## config.mk

```make
export PLATFORM = sky130hd
export DESIGN_NAME = particle_sensor_frame_receiver_flat
export DESIGN_NICKNAME = d
export VERILOG_FILES = /design/src/design/psfr_pkg.sv /design/src/design/psfr_rx_if.sv /design/src/design/psfr_res_if.sv /design/src/design/psfr_ctrl.sv /design/src/design/psfr_datapath.sv /design/src/design/particle_sensor_frame_receiver.sv /design/src/flat_wrapper.sv
export SDC_FILE = /design/constraint.sdc
export NUM_CORES = 1
export LEC_CHECK = 0
export ABC_CLOCK_PERIOD_IN_PS = 5600
export BUFFER_PORTS_ARGS = -buffer_cell sky130_fd_sc_hd__buf_2
export CORE_MARGIN = 5
export CORE_UTILIZATION = 60
export DETAILED_ROUTE_END_ITERATION = 8
export PLACE_DENSITY = 0.77
export SLEW_MARGIN = 40
export SYNTH_ARGS = -nofsm -noshare
export SYNTH_HDL_FRONTEND = slang
export SYNTH_SLANG_ARGS = --single-unit
```

## constraint.sdc

```tcl
create_clock -name clk_i -period 5.6 [get_ports clk_i]
set_input_delay 0.84 -clock clk_i [delete_from_list [all_inputs] [get_ports clk_i]]
set_output_delay 0.84 -clock clk_i [all_outputs]
set_load 0.02 [all_outputs]
```

## src/design/psfr_pkg.sv

```systemverilog
// Shared types and constants for the particle sensor frame receiver.
package psfr_pkg;

  localparam logic [7:0]  START_FIRST   = 8'h42;
  localparam logic [7:0]  START_SECOND  = 8'h4D;
  localparam logic [15:0] FRAME_LENGTH  = 16'd28;
  localparam logic [4:0]  PAYLOAD_BYTES = 5'd26;
  localparam int          STORE_WORDS   = 13;
  localparam logic [3:0]  WORD_VERSION  = 4'd12;
  localparam logic [3:0]  WORD_ERROR    = 4'd13;

  typedef enum logic [2:0] {
    PH_HUNT,
    PH_SECOND,
    PH_LEN_HI,
    PH_LEN_LO,
    PH_BODY,
    PH_DRAIN
  } phase_e;

  // Commands from the controller to the datapath.
  typedef struct packed {
    logic sum_init;
    logic sum_add;
    logic hold_hi;
    logic clr_pos;
    logic adv_pos;
    logic store_byte;
    logic drain_start;
    logic emit_word;
    logic emit_err;
  } psfr_cmd_t;

  // Status from the datapath to the controller.
  typedef struct packed {
    logic is_first;
    logic is_second;
    logic length_ok;
    logic cks_ok;
    logic pos_in_payload;
    logic pos_at_cks_hi;
    logic word_last;
    logic out_free;
  } psfr_stat_t;

endpackage

```

## src/design/psfr_rx_if.sv

```systemverilog
// Input channel: received byte or receive-timeout event.
interface psfr_rx_if;
  logic       valid;
  logic       ready;
  logic       action;
  logic [7:0] rx_byte;

  modport source (output valid, output action, output rx_byte, input ready);
  modport sink   (input valid, input action, input rx_byte, output ready);
endinterface

```

## src/design/psfr_res_if.sv

```systemverilog
// Output channel: one measurement word or one checksum error result.
interface psfr_res_if;
  logic        valid;
  logic        ready;
  logic        status;
  logic [3:0]  word_index;
  logic [15:0] value;
  logic        last;

  modport source (output valid, output status, output word_index, output value,
                  output last, input ready);
  modport sink   (input valid, input status, input word_index, input value,
                  input last, output ready);
endinterface

```

## src/design/psfr_ctrl.sv

```systemverilog
// Frame sync and result drain controller.
module psfr_ctrl
  import psfr_pkg::*;
(
  input  logic       clk_i,
  input  logic       rst_ni,
  input  logic       rx_valid_i,
  input  logic       rx_action_i,
  output logic       rx_ready_o,
  input  psfr_stat_t stat_i,
  output psfr_cmd_t  cmd_o
);

  phase_e state_q, state_d;
  logic   receiving;
  logic   fire;

  always_ff @(posedge clk_i or negedge rst_ni) begin
    if (!rst_ni) begin
      state_q <= PH_HUNT;
    end else begin
      state_q <= state_d;
    end
  end

  always_comb begin
    state_d    = state_q;
    cmd_o      = '0;
    receiving  = (state_q != PH_DRAIN);
    rx_ready_o = receiving && stat_i.out_free;
    fire       = rx_valid_i && rx_ready_o;

    if (fire && rx_action_i) begin
      // Timeout: drop the current frame.
      state_d = PH_HUNT;
    end else if (fire) begin
      case (state_q)
        PH_SECOND: begin
          if (stat_i.is_second) begin
            cmd_o.sum_add = 1'b1;
            state_d       = PH_LEN_HI;
          end else if (stat_i.is_first) begin
            cmd_o.sum_init = 1'b1;
            state_d        = PH_SECOND;
          end else begin
            state_d = PH_HUNT;
          end
        end
        PH_LEN_HI: begin
          cmd_o.hold_hi = 1'b1;
          cmd_o.sum_add = 1'b1;
          state_d       = PH_LEN_LO;
        end
        PH_LEN_LO: begin
          if (stat_i.length_ok) begin
            cmd_o.sum_add = 1'b1;
            cmd_o.clr_pos = 1'b1;
            state_d       = PH_BODY;
          end else begin
            state_d = PH_HUNT;
          end
        end
        PH_BODY: begin
          if (stat_i.pos_in_payload) begin
            cmd_o.store_byte = 1'b1;
            cmd_o.sum_add    = 1'b1;
            cmd_o.adv_pos    = 1'b1;
          end else if (stat_i.pos_at_cks_hi) begin
            cmd_o.hold_hi = 1'b1;
            cmd_o.adv_pos = 1'b1;
          end else if (stat_i.cks_ok) begin
            cmd_o.drain_start = 1'b1;
            state_d           = PH_DRAIN;
          end else begin
            cmd_o.emit_err = 1'b1;
            state_d        = PH_HUNT;
          end
        end
        default: begin
          if (stat_i.is_first) begin
            cmd_o.sum_init = 1'b1;
            state_d        = PH_SECOND;
          end else begin
            state_d = PH_HUNT;
          end
        end
      endcase
    end else if (state_q == PH_DRAIN && stat_i.out_free) begin
      cmd_o.emit_word = 1'b1;
      if (stat_i.word_last) begin
        state_d = PH_HUNT;
      end
    end
  end

endmodule

```

## src/design/psfr_datapath.sv

```systemverilog
// Sum, length and checksum checks, payload store and result register.
module psfr_datapath
  import psfr_pkg::*;
(
  input  logic        clk_i,
  input  logic        rst_ni,
  input  logic [7:0]  rx_byte_i,
  input  psfr_cmd_t   cmd_i,
  output psfr_stat_t  stat_o,
  input  logic        out_ready_i,
  output logic        out_valid_o,
  output logic        out_status_o,
  output logic [3:0]  out_word_index_o,
  output logic [15:0] out_value_o,
  output logic        out_last_o
);

  logic [4:0]  pos_q;
  logic [15:0] sum_q;
  logic [7:0]  held_hi_q;
  logic [7:0]  pay_hi_q;
  logic [3:0]  widx_q, widx_d;
  logic [3:0]  rd_addr;
  logic [15:0] rd_data_q;
  logic [15:0] store_mem [STORE_WORDS];

  logic        out_valid_q;
  logic        out_status_q;
  logic [3:0]  out_index_q;
  logic [15:0] out_value_q;
  logic        out_last_q;
  logic [15:0] word_value;

  always_ff @(posedge clk_i or negedge rst_ni) begin
    if (!rst_ni) begin
      pos_q  <= '0;
      sum_q  <= '0;
      widx_q <= '0;
    end else begin
      if (cmd_i.sum_init) begin
        sum_q <= {8'h00, START_FIRST};
      end else if (cmd_i.sum_add) begin
        sum_q <= sum_q + {8'h00, rx_byte_i};
      end
      if (cmd_i.clr_pos || cmd_i.sum_init) begin
        pos_q <= '0;
      end else if (cmd_i.adv_pos) begin
        pos_q <= pos_q + 5'd1;
      end
      widx_q <= widx_d;
    end
  end

  always_ff @(posedge clk_i) begin
    if (cmd_i.hold_hi) begin
      held_hi_q <= rx_byte_i;
    end
    if (cmd_i.store_byte && !pos_q[0]) begin
      pay_hi_q <= rx_byte_i;
    end
  end

  // Pack byte pairs into words; odd positions complete a word.
  always_ff @(posedge clk_i) begin
    if (cmd_i.store_byte && pos_q[0]) begin
      store_mem[pos_q[4:1]] <= {pay_hi_q, rx_byte_i};
    end
    rd_data_q <= store_mem[rd_addr];
  end

  // Read ahead at the next word index so data is ready when the word goes out.
  always_comb begin
    widx_d = widx_q;
    if (cmd_i.drain_start) begin
      widx_d = '0;
    end else if (cmd_i.emit_word) begin
      widx_d = widx_q + 4'd1;
    end
    rd_addr = (widx_d >= WORD_VERSION) ? WORD_VERSION : widx_d;
  end

  always_comb begin
    if (widx_q == WORD_VERSION) begin
      word_value = {8'h00, rd_data_q[15:8]};
    end else if (widx_q == WORD_ERROR) begin
      word_value = {8'h00, rd_data_q[7:0]};
    end else begin
      word_value = rd_data_q;
    end
  end

  always_ff @(posedge clk_i or negedge rst_ni) begin
    if (!rst_ni) begin
      out_valid_q <= 1'b0;
    end else if (cmd_i.emit_word || cmd_i.emit_err) begin
      out_valid_q <= 1'b1;
    end else if (out_ready_i) begin
      out_valid_q <= 1'b0;
    end
  end

  always_ff @(posedge clk_i) begin
    if (cmd_i.emit_word) begin
      out_status_q <= 1'b0;
      out_index_q  <= widx_q;
      out_value_q  <= word_value;
      out_last_q   <= (widx_q == WORD_ERROR);
    end else if (cmd_i.emit_err) begin
      out_status_q <= 1'b1;
      out_index_q  <= '0;
      out_value_q  <= '0;
      out_last_q   <= 1'b1;
    end
  end

  always_comb begin
    stat_o.is_first       = (rx_byte_i == START_FIRST);
    stat_o.is_second      = (rx_byte_i == START_SECOND);
    stat_o.length_ok      = ({held_hi_q, rx_byte_i} == FRAME_LENGTH);
    stat_o.cks_ok         = ({held_hi_q, rx_byte_i} == sum_q);
    stat_o.pos_in_payload = (pos_q < PAYLOAD_BYTES);
    stat_o.pos_at_cks_hi  = (pos_q == PAYLOAD_BYTES);
    stat_o.word_last      = (widx_q == WORD_ERROR);
    stat_o.out_free       = !out_valid_q || out_ready_i;
  end

  assign out_valid_o      = out_valid_q;
  assign out_status_o     = out_status_q;
  assign out_word_index_o = out_index_q;
  assign out_value_o      = out_value_q;
  assign out_last_o       = out_last_q;

  a_one_emit: assert property (@(posedge clk_i) disable iff (!rst_ni)
    !(cmd_i.emit_word && cmd_i.emit_err))
    else $error("word and error result loaded together");

  a_no_overwrite: assert property (@(posedge clk_i) disable iff (!rst_ni)
    (out_valid_q && !out_ready_i) |-> !(cmd_i.emit_word || cmd_i.emit_err))
    else $error("stalled result overwritten");

  a_last_kind: assert property (@(posedge clk_i) disable iff (!rst_ni)
    (out_valid_q && out_last_q) |-> (out_status_q || out_index_q == WORD_ERROR))
    else $error("last flag on a word other than the error code");

  a_drain_index: assert property (@(posedge clk_i) disable iff (!rst_ni)
    cmd_i.emit_word |-> (widx_q <= WORD_ERROR))
    else $error("drain ran past the final word");

endmodule

```

## src/design/particle_sensor_frame_receiver.sv

```systemverilog
// Top level of the particle sensor frame receiver.
//
// rx_i takes one item per received serial byte (action 0) or a receive
// timeout (action 1, which drops the frame in progress). The block hunts for
// 0x42 0x4D, checks the length field is 28, sums bytes 0 to 29 and compares
// the sum with the trailing checksum.
// res_o gives, for a good frame, 14 items: twelve readings, the version byte
// and the sensor error byte, the last one marked. A bad checksum gives one
// item with status 1. Bad length or timeout gives nothing.
// Timing: after the checksum byte of a good frame, rx_i stays not ready while
// the 14 words drain at one per cycle, when res_o does not stall, from the
// 13-word payload store through the result register. The store's registered
// read port is addressed one word ahead.
// rx_i is also not ready while a result waits in the result register and
// res_o is not ready; a stalled receiver holds the drain at the current word.
// Reset: returns to hunting with the result register empty; the payload store
// keeps its contents and needs no clearing pass.
module particle_sensor_frame_receiver
  import psfr_pkg::*;
(
  input  logic    clk_i,
  input  logic    rst_ni,
  psfr_rx_if.sink   rx_i,
  psfr_res_if.source res_o
);

  psfr_cmd_t  cmd;
  psfr_stat_t stat;

  // Control: frame phase and drain sequencing.
  psfr_ctrl u_ctrl (
    .clk_i       (clk_i),
    .rst_ni      (rst_ni),
    .rx_valid_i  (rx_i.valid),
    .rx_action_i (rx_i.action),
    .rx_ready_o  (rx_i.ready),
    .stat_i      (stat),
    .cmd_o       (cmd)
  );

  // Datapath: sum, checks, store and result register.
  psfr_datapath u_datapath (
    .clk_i            (clk_i),
    .rst_ni           (rst_ni),
    .rx_byte_i        (rx_i.rx_byte),
    .cmd_i            (cmd),
    .stat_o           (stat),
    .out_ready_i      (res_o.ready),
    .out_valid_o      (res_o.valid),
    .out_status_o     (res_o.status),
    .out_word_index_o (res_o.word_index),
    .out_value_o      (res_o.value),
    .out_last_o       (res_o.last)
  );

endmodule
```

## src/flat_wrapper.sv

```systemverilog
// flat-port wrapper written by rule: the top's interface ports become plain ports
module particle_sensor_frame_receiver_flat import psfr_pkg::*;
  (clk_i, rst_ni, rx_i_valid, rx_i_action, rx_i_rx_byte, rx_i_ready, res_o_valid, res_o_status, res_o_word_index, res_o_value, res_o_last, res_o_ready);
  psfr_rx_if rx_i_i ();
  psfr_res_if res_o_i ();
  input  logic clk_i;
  input  logic rst_ni;
  input wire logic [$bits(rx_i_i.valid)-1:0] rx_i_valid;
  input wire logic [$bits(rx_i_i.action)-1:0] rx_i_action;
  input wire logic [$bits(rx_i_i.rx_byte)-1:0] rx_i_rx_byte;
  output wire logic [$bits(rx_i_i.ready)-1:0] rx_i_ready;
  output wire logic [$bits(res_o_i.valid)-1:0] res_o_valid;
  output wire logic [$bits(res_o_i.status)-1:0] res_o_status;
  output wire logic [$bits(res_o_i.word_index)-1:0] res_o_word_index;
  output wire logic [$bits(res_o_i.value)-1:0] res_o_value;
  output wire logic [$bits(res_o_i.last)-1:0] res_o_last;
  input wire logic [$bits(res_o_i.ready)-1:0] res_o_ready;
  assign rx_i_i.valid = rx_i_valid;
  assign rx_i_i.action = rx_i_action;
  assign rx_i_i.rx_byte = rx_i_rx_byte;
  assign rx_i_ready = rx_i_i.ready;
  assign res_o_valid = res_o_i.valid;
  assign res_o_status = res_o_i.status;
  assign res_o_word_index = res_o_i.word_index;
  assign res_o_value = res_o_i.value;
  assign res_o_last = res_o_i.last;
  assign res_o_i.ready = res_o_ready;
  particle_sensor_frame_receiver u_core (.clk_i(clk_i), .rst_ni(rst_ni), .rx_i(rx_i_i), .res_o(res_o_i));
endmodule
```

Word level (Yosys, flattened, before mapping)
Memory sizes are Yosys's and may differ from the RTL's. A register that Yosys moved wholly into a read port is not among the register bits. Index checks and enable logic that the tools add are counted.

Add/subtract/negate cells: 3. Order comparisons: 2. Eq/ne operators: 15. Mux-type cells: 55. Reductions and logical operators: 19.

Operator list (number): 16-bit two-way mux (6); 3-bit two-way mux (10); 1-bit two-way mux (26); 4-bit two-way mux (5); 16-bit by 8-bit adder with 16-bit output (1); 16-bit == test (1); 16-bit by 5-bit == test with 1-bit output (second input constant) (1); 8-bit by 7-bit == test with 1-bit output (second input constant) (2); 3-bit case mux with 4 select lines (1); 5-bit two-way mux (2); 9-bit two-way mux (1); 4-bit == test (second input constant) (2); 4-bit inequality test (second input constant) (2); 2-bit nonzero test (4); 7-bit two-way mux (1); 3-bit by 2-bit == test with 1-bit output (second input constant) (2); 3-bit == test (second input constant) (2); 1-bit logical AND (6); 3-bit nonzero test (2); 5-bit by 1-bit adder with 5-bit output (second input constant) (1); 5-bit == test (second input constant) (1); 5-bit less-than comparator (second input constant) (1); 4-bit by 1-bit adder with 4-bit output (second input constant) (1); 4-bit >= comparator (second input constant) (1); 8 further kinds (12).

Register bits after elaboration: 67. RAM bits: 208. Input bits: 13. Output and inout port bits: 24. Logic and storage cells: 106. Memories: 1.

Memory list: u_core.u_datapath.store_mem (words 13, width 16, rd ports 1, clocked after Yosys merged registers in 1, write ports 1, line psfr_datapath.sv:25) `logic [15:0] store_mem [STORE_WORDS];`.

Longest topological paths before layout
Depth after elaboration: 11. Mapped depth: 13. Gate-level depth less buffers: 11.

Modules after synthesis
Synthesis repeated with hierarchy kept, for this count alone.

Cell total of the unflattened synthesis: 839. Area total of the unflattened synthesis: 12269.3 µm².

By module, submodules not included: psfr_datapath (times used 1, cells each 783, area each 11842.6 µm²); psfr_ctrl (times used 1, cells each 56, area each 426.7 µm²).

Worst setup path after synthesis
No wires, ideal clock.

Kind: input to register. From: in rx_i_rx_byte[2]. To: reg u_core.u_datapath.rd_data_q[10], read port of u_core.u_datapath.store_mem. Setup time: 145 ps. Arrival: 3172 ps. Required time: 5455 ps. Slack: 2283 ps. Cell stages on the path: 11. Path through: ha_1 nor4_1 nand4_1 or4_4 o31ai_4 buf_6 buf_4 mux2i_1 nand2_1 a21oi_1 a211oi_2.

Longest elaborated chain between the ends: 10.

Ends and longest elaborated chain: start, declared (line flat_wrapper.sv:10) `input wire logic [$bits(rx_i_i.rx_byte)-1:0] rx_i_rx_byte;`; 16-bit == test * (line psfr_datapath.sv:120) `stat_o.cks_ok = ({held_hi_q, rx_byte_i} == sum_q);`; 1-bit two-way mux * (line psfr_ctrl.sv:71) `end else if (stat_i.cks_ok) begin`; 1-bit two-way mux * (line psfr_ctrl.sv:68) `end else if (stat_i.pos_at_cks_hi) begin`; 1-bit two-way mux * (line psfr_ctrl.sv:64) `if (stat_i.pos_in_payload) begin`; 3-bit two-way mux * (line psfr_ctrl.sv:37) `case (state_q)`; 7-bit two-way mux * (line psfr_ctrl.sv:36) `end else if (fire) begin`; 9-bit two-way mux * (line psfr_ctrl.sv:33) `if (fire && rx_action_i) begin`; 4-bit two-way mux * (line psfr_datapath.sv:74) `if (cmd_i.drain_start) begin`; 4-bit >= comparator (line psfr_datapath.sv:79) `rd_addr = (widx_d >= WORD_VERSION) ? WORD_VERSION : widx_d;`; 4-bit two-way mux * (line psfr_datapath.sv:79); end, declared (line psfr_datapath.sv:24) `logic [15:0] rd_data_q;`.

Mark *: on every way between the ends. The rest lies on a longest branch, timed or not. A chain may end at the register's enable or synchronous reset.

Worst setup path after layout
From: in rx_i_rx_byte[2]. To: reg u_core.u_datapath.rd_data_q[4], read port of u_core.u_datapath.store_mem.

The elaborated chain is that of the path after synthesis.

==> flow_summary.yaml <==
run_status:
  run_status: "finished clean"
routing:
  via_per_inst: 6.118
  wl_per_cell_um: 21.52
  firstDrtPassIters: 5
  wl_um: 26500
  num_vias: 7531
  ant_nets: 0
  first_iter_violations: 933
  route.detailed.drc: 0
placement:
  globalplace.congestion: 0.8699
  portBuffers: 36
  pre_cts_slack_ns: 0.9968
  hpwl_um: 15610
  place_area_um2: 12680
logic_synthesis:
  ys_ff_latch: 291
  synth_edf_count: 245
  synthArstFlopShare_pct: 9.966
  synth_nets: 918
  synth-seq-area-share_pct: 69.60
  yosysTopAreaCell: "edfxtp_1"
  synth.distinct_cells: 59
  syn_inst: 891
  yosysWarnings: 0
  synth_top_area_share_pct: 60.79
  synthTopCellsByArea: "edfxtp_1, dfrtp_1, mux2i_1, nand2_1, dfxtp_1"
  synth_ff_type: "edfxtp_1"
  avgSynthCellArea_um2: 13.58
  syn-cell-area_um2: 12100
die:
  die_h_um: 152.0
  die-width_um: 152.0
  dieArea_um2: 23110
  core_um2: 20040
  num_rows: 52
  initial_core_util_pct: 60.39
  io_pins: 37
global_routing:
  grt_use_total_pct: 22.83
  grt.overflow.total: 0
  antenna_found_initial: 1
  first_global_vias: 7093
  grt_max_degree: 66
  grt_pass1_wl_um: 41190
sta:
  fin_tns_setup_ns: 0
  worst_slack_ns: 1.482
  rsz0062_at_grt: "false"
  worst_pin_slew_ns: 0.7962
  clock.fmax_ghz: 0.2428
  fin_crit_sh_pct: 73.54
  fin_crit_ns: 4.118
  final-max-slew-violation-count: 0
  slew_headroom_pct: 46.84
  setup_viol: 0
  clock_skew_ns: 0.009386
  finalHoldViolations: 0
clock_network:
  root_buffer: "clkbuf_16"
  clockBufferDepth: 3
  cts_tree: "yes"
  clk_pin_slew_worst_paths_ns: 0.06
  numClockSinks: 291
  clk-insertion-delay-late_ns: 0.53
  cts_resized: 0
  htreeDepth: 1
  cts-buffers-inserted: 28
  post_cts_buffers: 0
  cts.hold.buffers_added: 0
worst_setup_path:
  crit_path_end_kind: "register"
  arrival_ns: 4.56
  critPathKind: "in -> reg"
  cp.required_ns: 6.04
  startpoint_type: "input port"
  crit_fanout: 34
layout:
  area_delta_synth_final_pct: 12.60
  fin_area_um2: 13630
  final_cell_mix: "edfxtp_1, nand2_1, nor2_1"
  final_nets: 966
  multi_input_comb_area_um2: 3481
  diodes: 0
  layout-drive-gt1-share_pct: 13.63
  fillerInstances: 1424
  final_common_cell: "edfxtp_1"
  fin_util_pct: 68.00
  regArea_um2: 8423
run:
  maxCapViolCount: 0
min_path:
  min_path_type: "in -> async"
power:
  leakagePower_nw: 4.966
  pwr_density_cell_nw_per_um2: 387.2
  ir_worst_vdd_mv: 0.3285
==> synthesized netlist by cell type, types with 2 or more instances <==
cell	n
a211oi_1	8
a211oi_2	9
a21o_1	2
a21oi_1	55
a221o_1	16
a31oi_1	2
a32o_1	16
and2_1	12
and3_1	7
buf_1	3
buf_2	10
buf_4	2
buf_6	4
clkbuf_1	24
dfrtp_1	29
dfxtp_1	17
edfxtp_1	245
ha_1	13
inv_1	14
mux2i_1	48
nand2_1	102
nand2b_1	3
nand3_1	54
nand3b_1	4
nand4_1	6
nand4b_1	2
nor2_1	66
nor2b_1	9
nor3_1	6
nor3_2	2
nor3b_1	2
nor4_1	9
o211ai_1	2
o21a_1	3
o21ai_0	34
xnor2_1	18
xor2_1	11
==> metal layers <==
| metal | GRT usage (%) | up-vias | wire (um) |
|---|---|---|---|
| li1 | - | 3437 | - |
| met1 | 32.49 | 3709 | 10850 |
| met2 | 37.28 | 345 | 12710 |
| met3 | 4.266 | 40 | 2412 |
| met4 | 5.223 | 0 | 524 |
| met5 | 0 | - | 0 |
==> sequential cells by signal (all words and copies together), names as in the netlist <==
| name | count |
|---|---|
| u_core.u_datapath.rd_data_q | 16 |
| u_core.u_datapath.held_hi_q | 8 |
| u_core.u_datapath.widx_q | 4 |
| u_core.u_datapath.out_value_o | 16 |
| u_core.u_datapath.out_valid_o | 1 |
| u_core.u_ctrl.state_q | 3 |
| u_core.u_datapath.out_status_o | 1 |
| u_core.u_datapath.store_mem | 208 |
| u_core.u_datapath.pay_hi_q | 8 |
| u_core.u_datapath.sum_q | 16 |
| u_core.u_datapath.out_last_o | 1 |
| u_core.u_datapath.pos_q | 5 |
| u_core.u_datapath.out_word_index_o | 4 |
==> final cells by class <==
type / count / share of cell area (%)
sequential: 291 / 61.81
multi-input combinational: 542 / 25.54
clock buffer: 36 / 5.665
clock inverter: 16 / 1.304
inverter: 15 / 0.4132
tap: 270 / 2.479
timing repair buffer: 61 / 2.782
==> path summary, 6_finish.rpt <==
check	to	depth (start not counted)	slack (ns)	startpoint
min in group clk_i	u_core.u_datapath.out_status_o	2	0.50	u_core.u_datapath.out_status_o
hold / removal	u_core.u_datapath.sum_q[7]	1	0.34	rst_ni
setup reg to reg	u_core.u_datapath.rd_data_q[4]	10	1.71	u_core.u_datapath.sum_q[2]
setup / recovery	u_core.u_datapath.rd_data_q[4]	11	1.48	rx_i_rx_byte[2]
max in group asynchronous	u_core.u_datapath.widx_q[3]	1	4.80	rst_ni
hold reg to reg	u_core.u_datapath.out_status_o	2	0.50	u_core.u_datapath.out_status_o
==> worst max-delay path, cell delays in order <==
cell	delay, ns
buf_2	0.29
ha_1	0.34
nor4_1	0.38
nand4_1	0.21
or4_4	0.58
o31ai_4	0.23
inv_2	0.36
nand2_4	0.60
mux2i_1	0.18
a221o_1	0.34
a211oi_1	0.19
==> power breakdown <==
part	total [W]	switching, W	leakage [nW]	internal, W
sequential	0.00255	0.000108	2.70	0.00245
clock	0.00192	0.000762	0.470	0.00115
combinational	0.000807	0.000488	1.80	0.000319
total	0.00528	0.00136	4.97	0.00392
==> cell families (layout without fill, tap and decap cells) <==
group                      after synthesis  after routing  synth area share, %
DFF                                    291            291                69.60
xor gates and xnor gates                29             29                2.099
muxes                                   48             48                3.970
buffers and inverters                   58            128                2.213
adders and majority gates               14             14                1.510
and+or+nand+nor                        292            292                11.36
AOI/OAI and AO/OA                      159            159                9.243
==> through the flow <==
stage	hold WS (ns)	power, W	cells
final	0.3384	0.005276	1231
after global routing	0.4121	0.005486	1231
after CTS	0.3613	0.005289	1231
after detailed placement	0.4912	0.003392	1179
after global placement	0.4866	0.003370	1176
after floorplan	0.4730	0.003180	891
No activity file was read; power rests on OpenSTA's default activity.
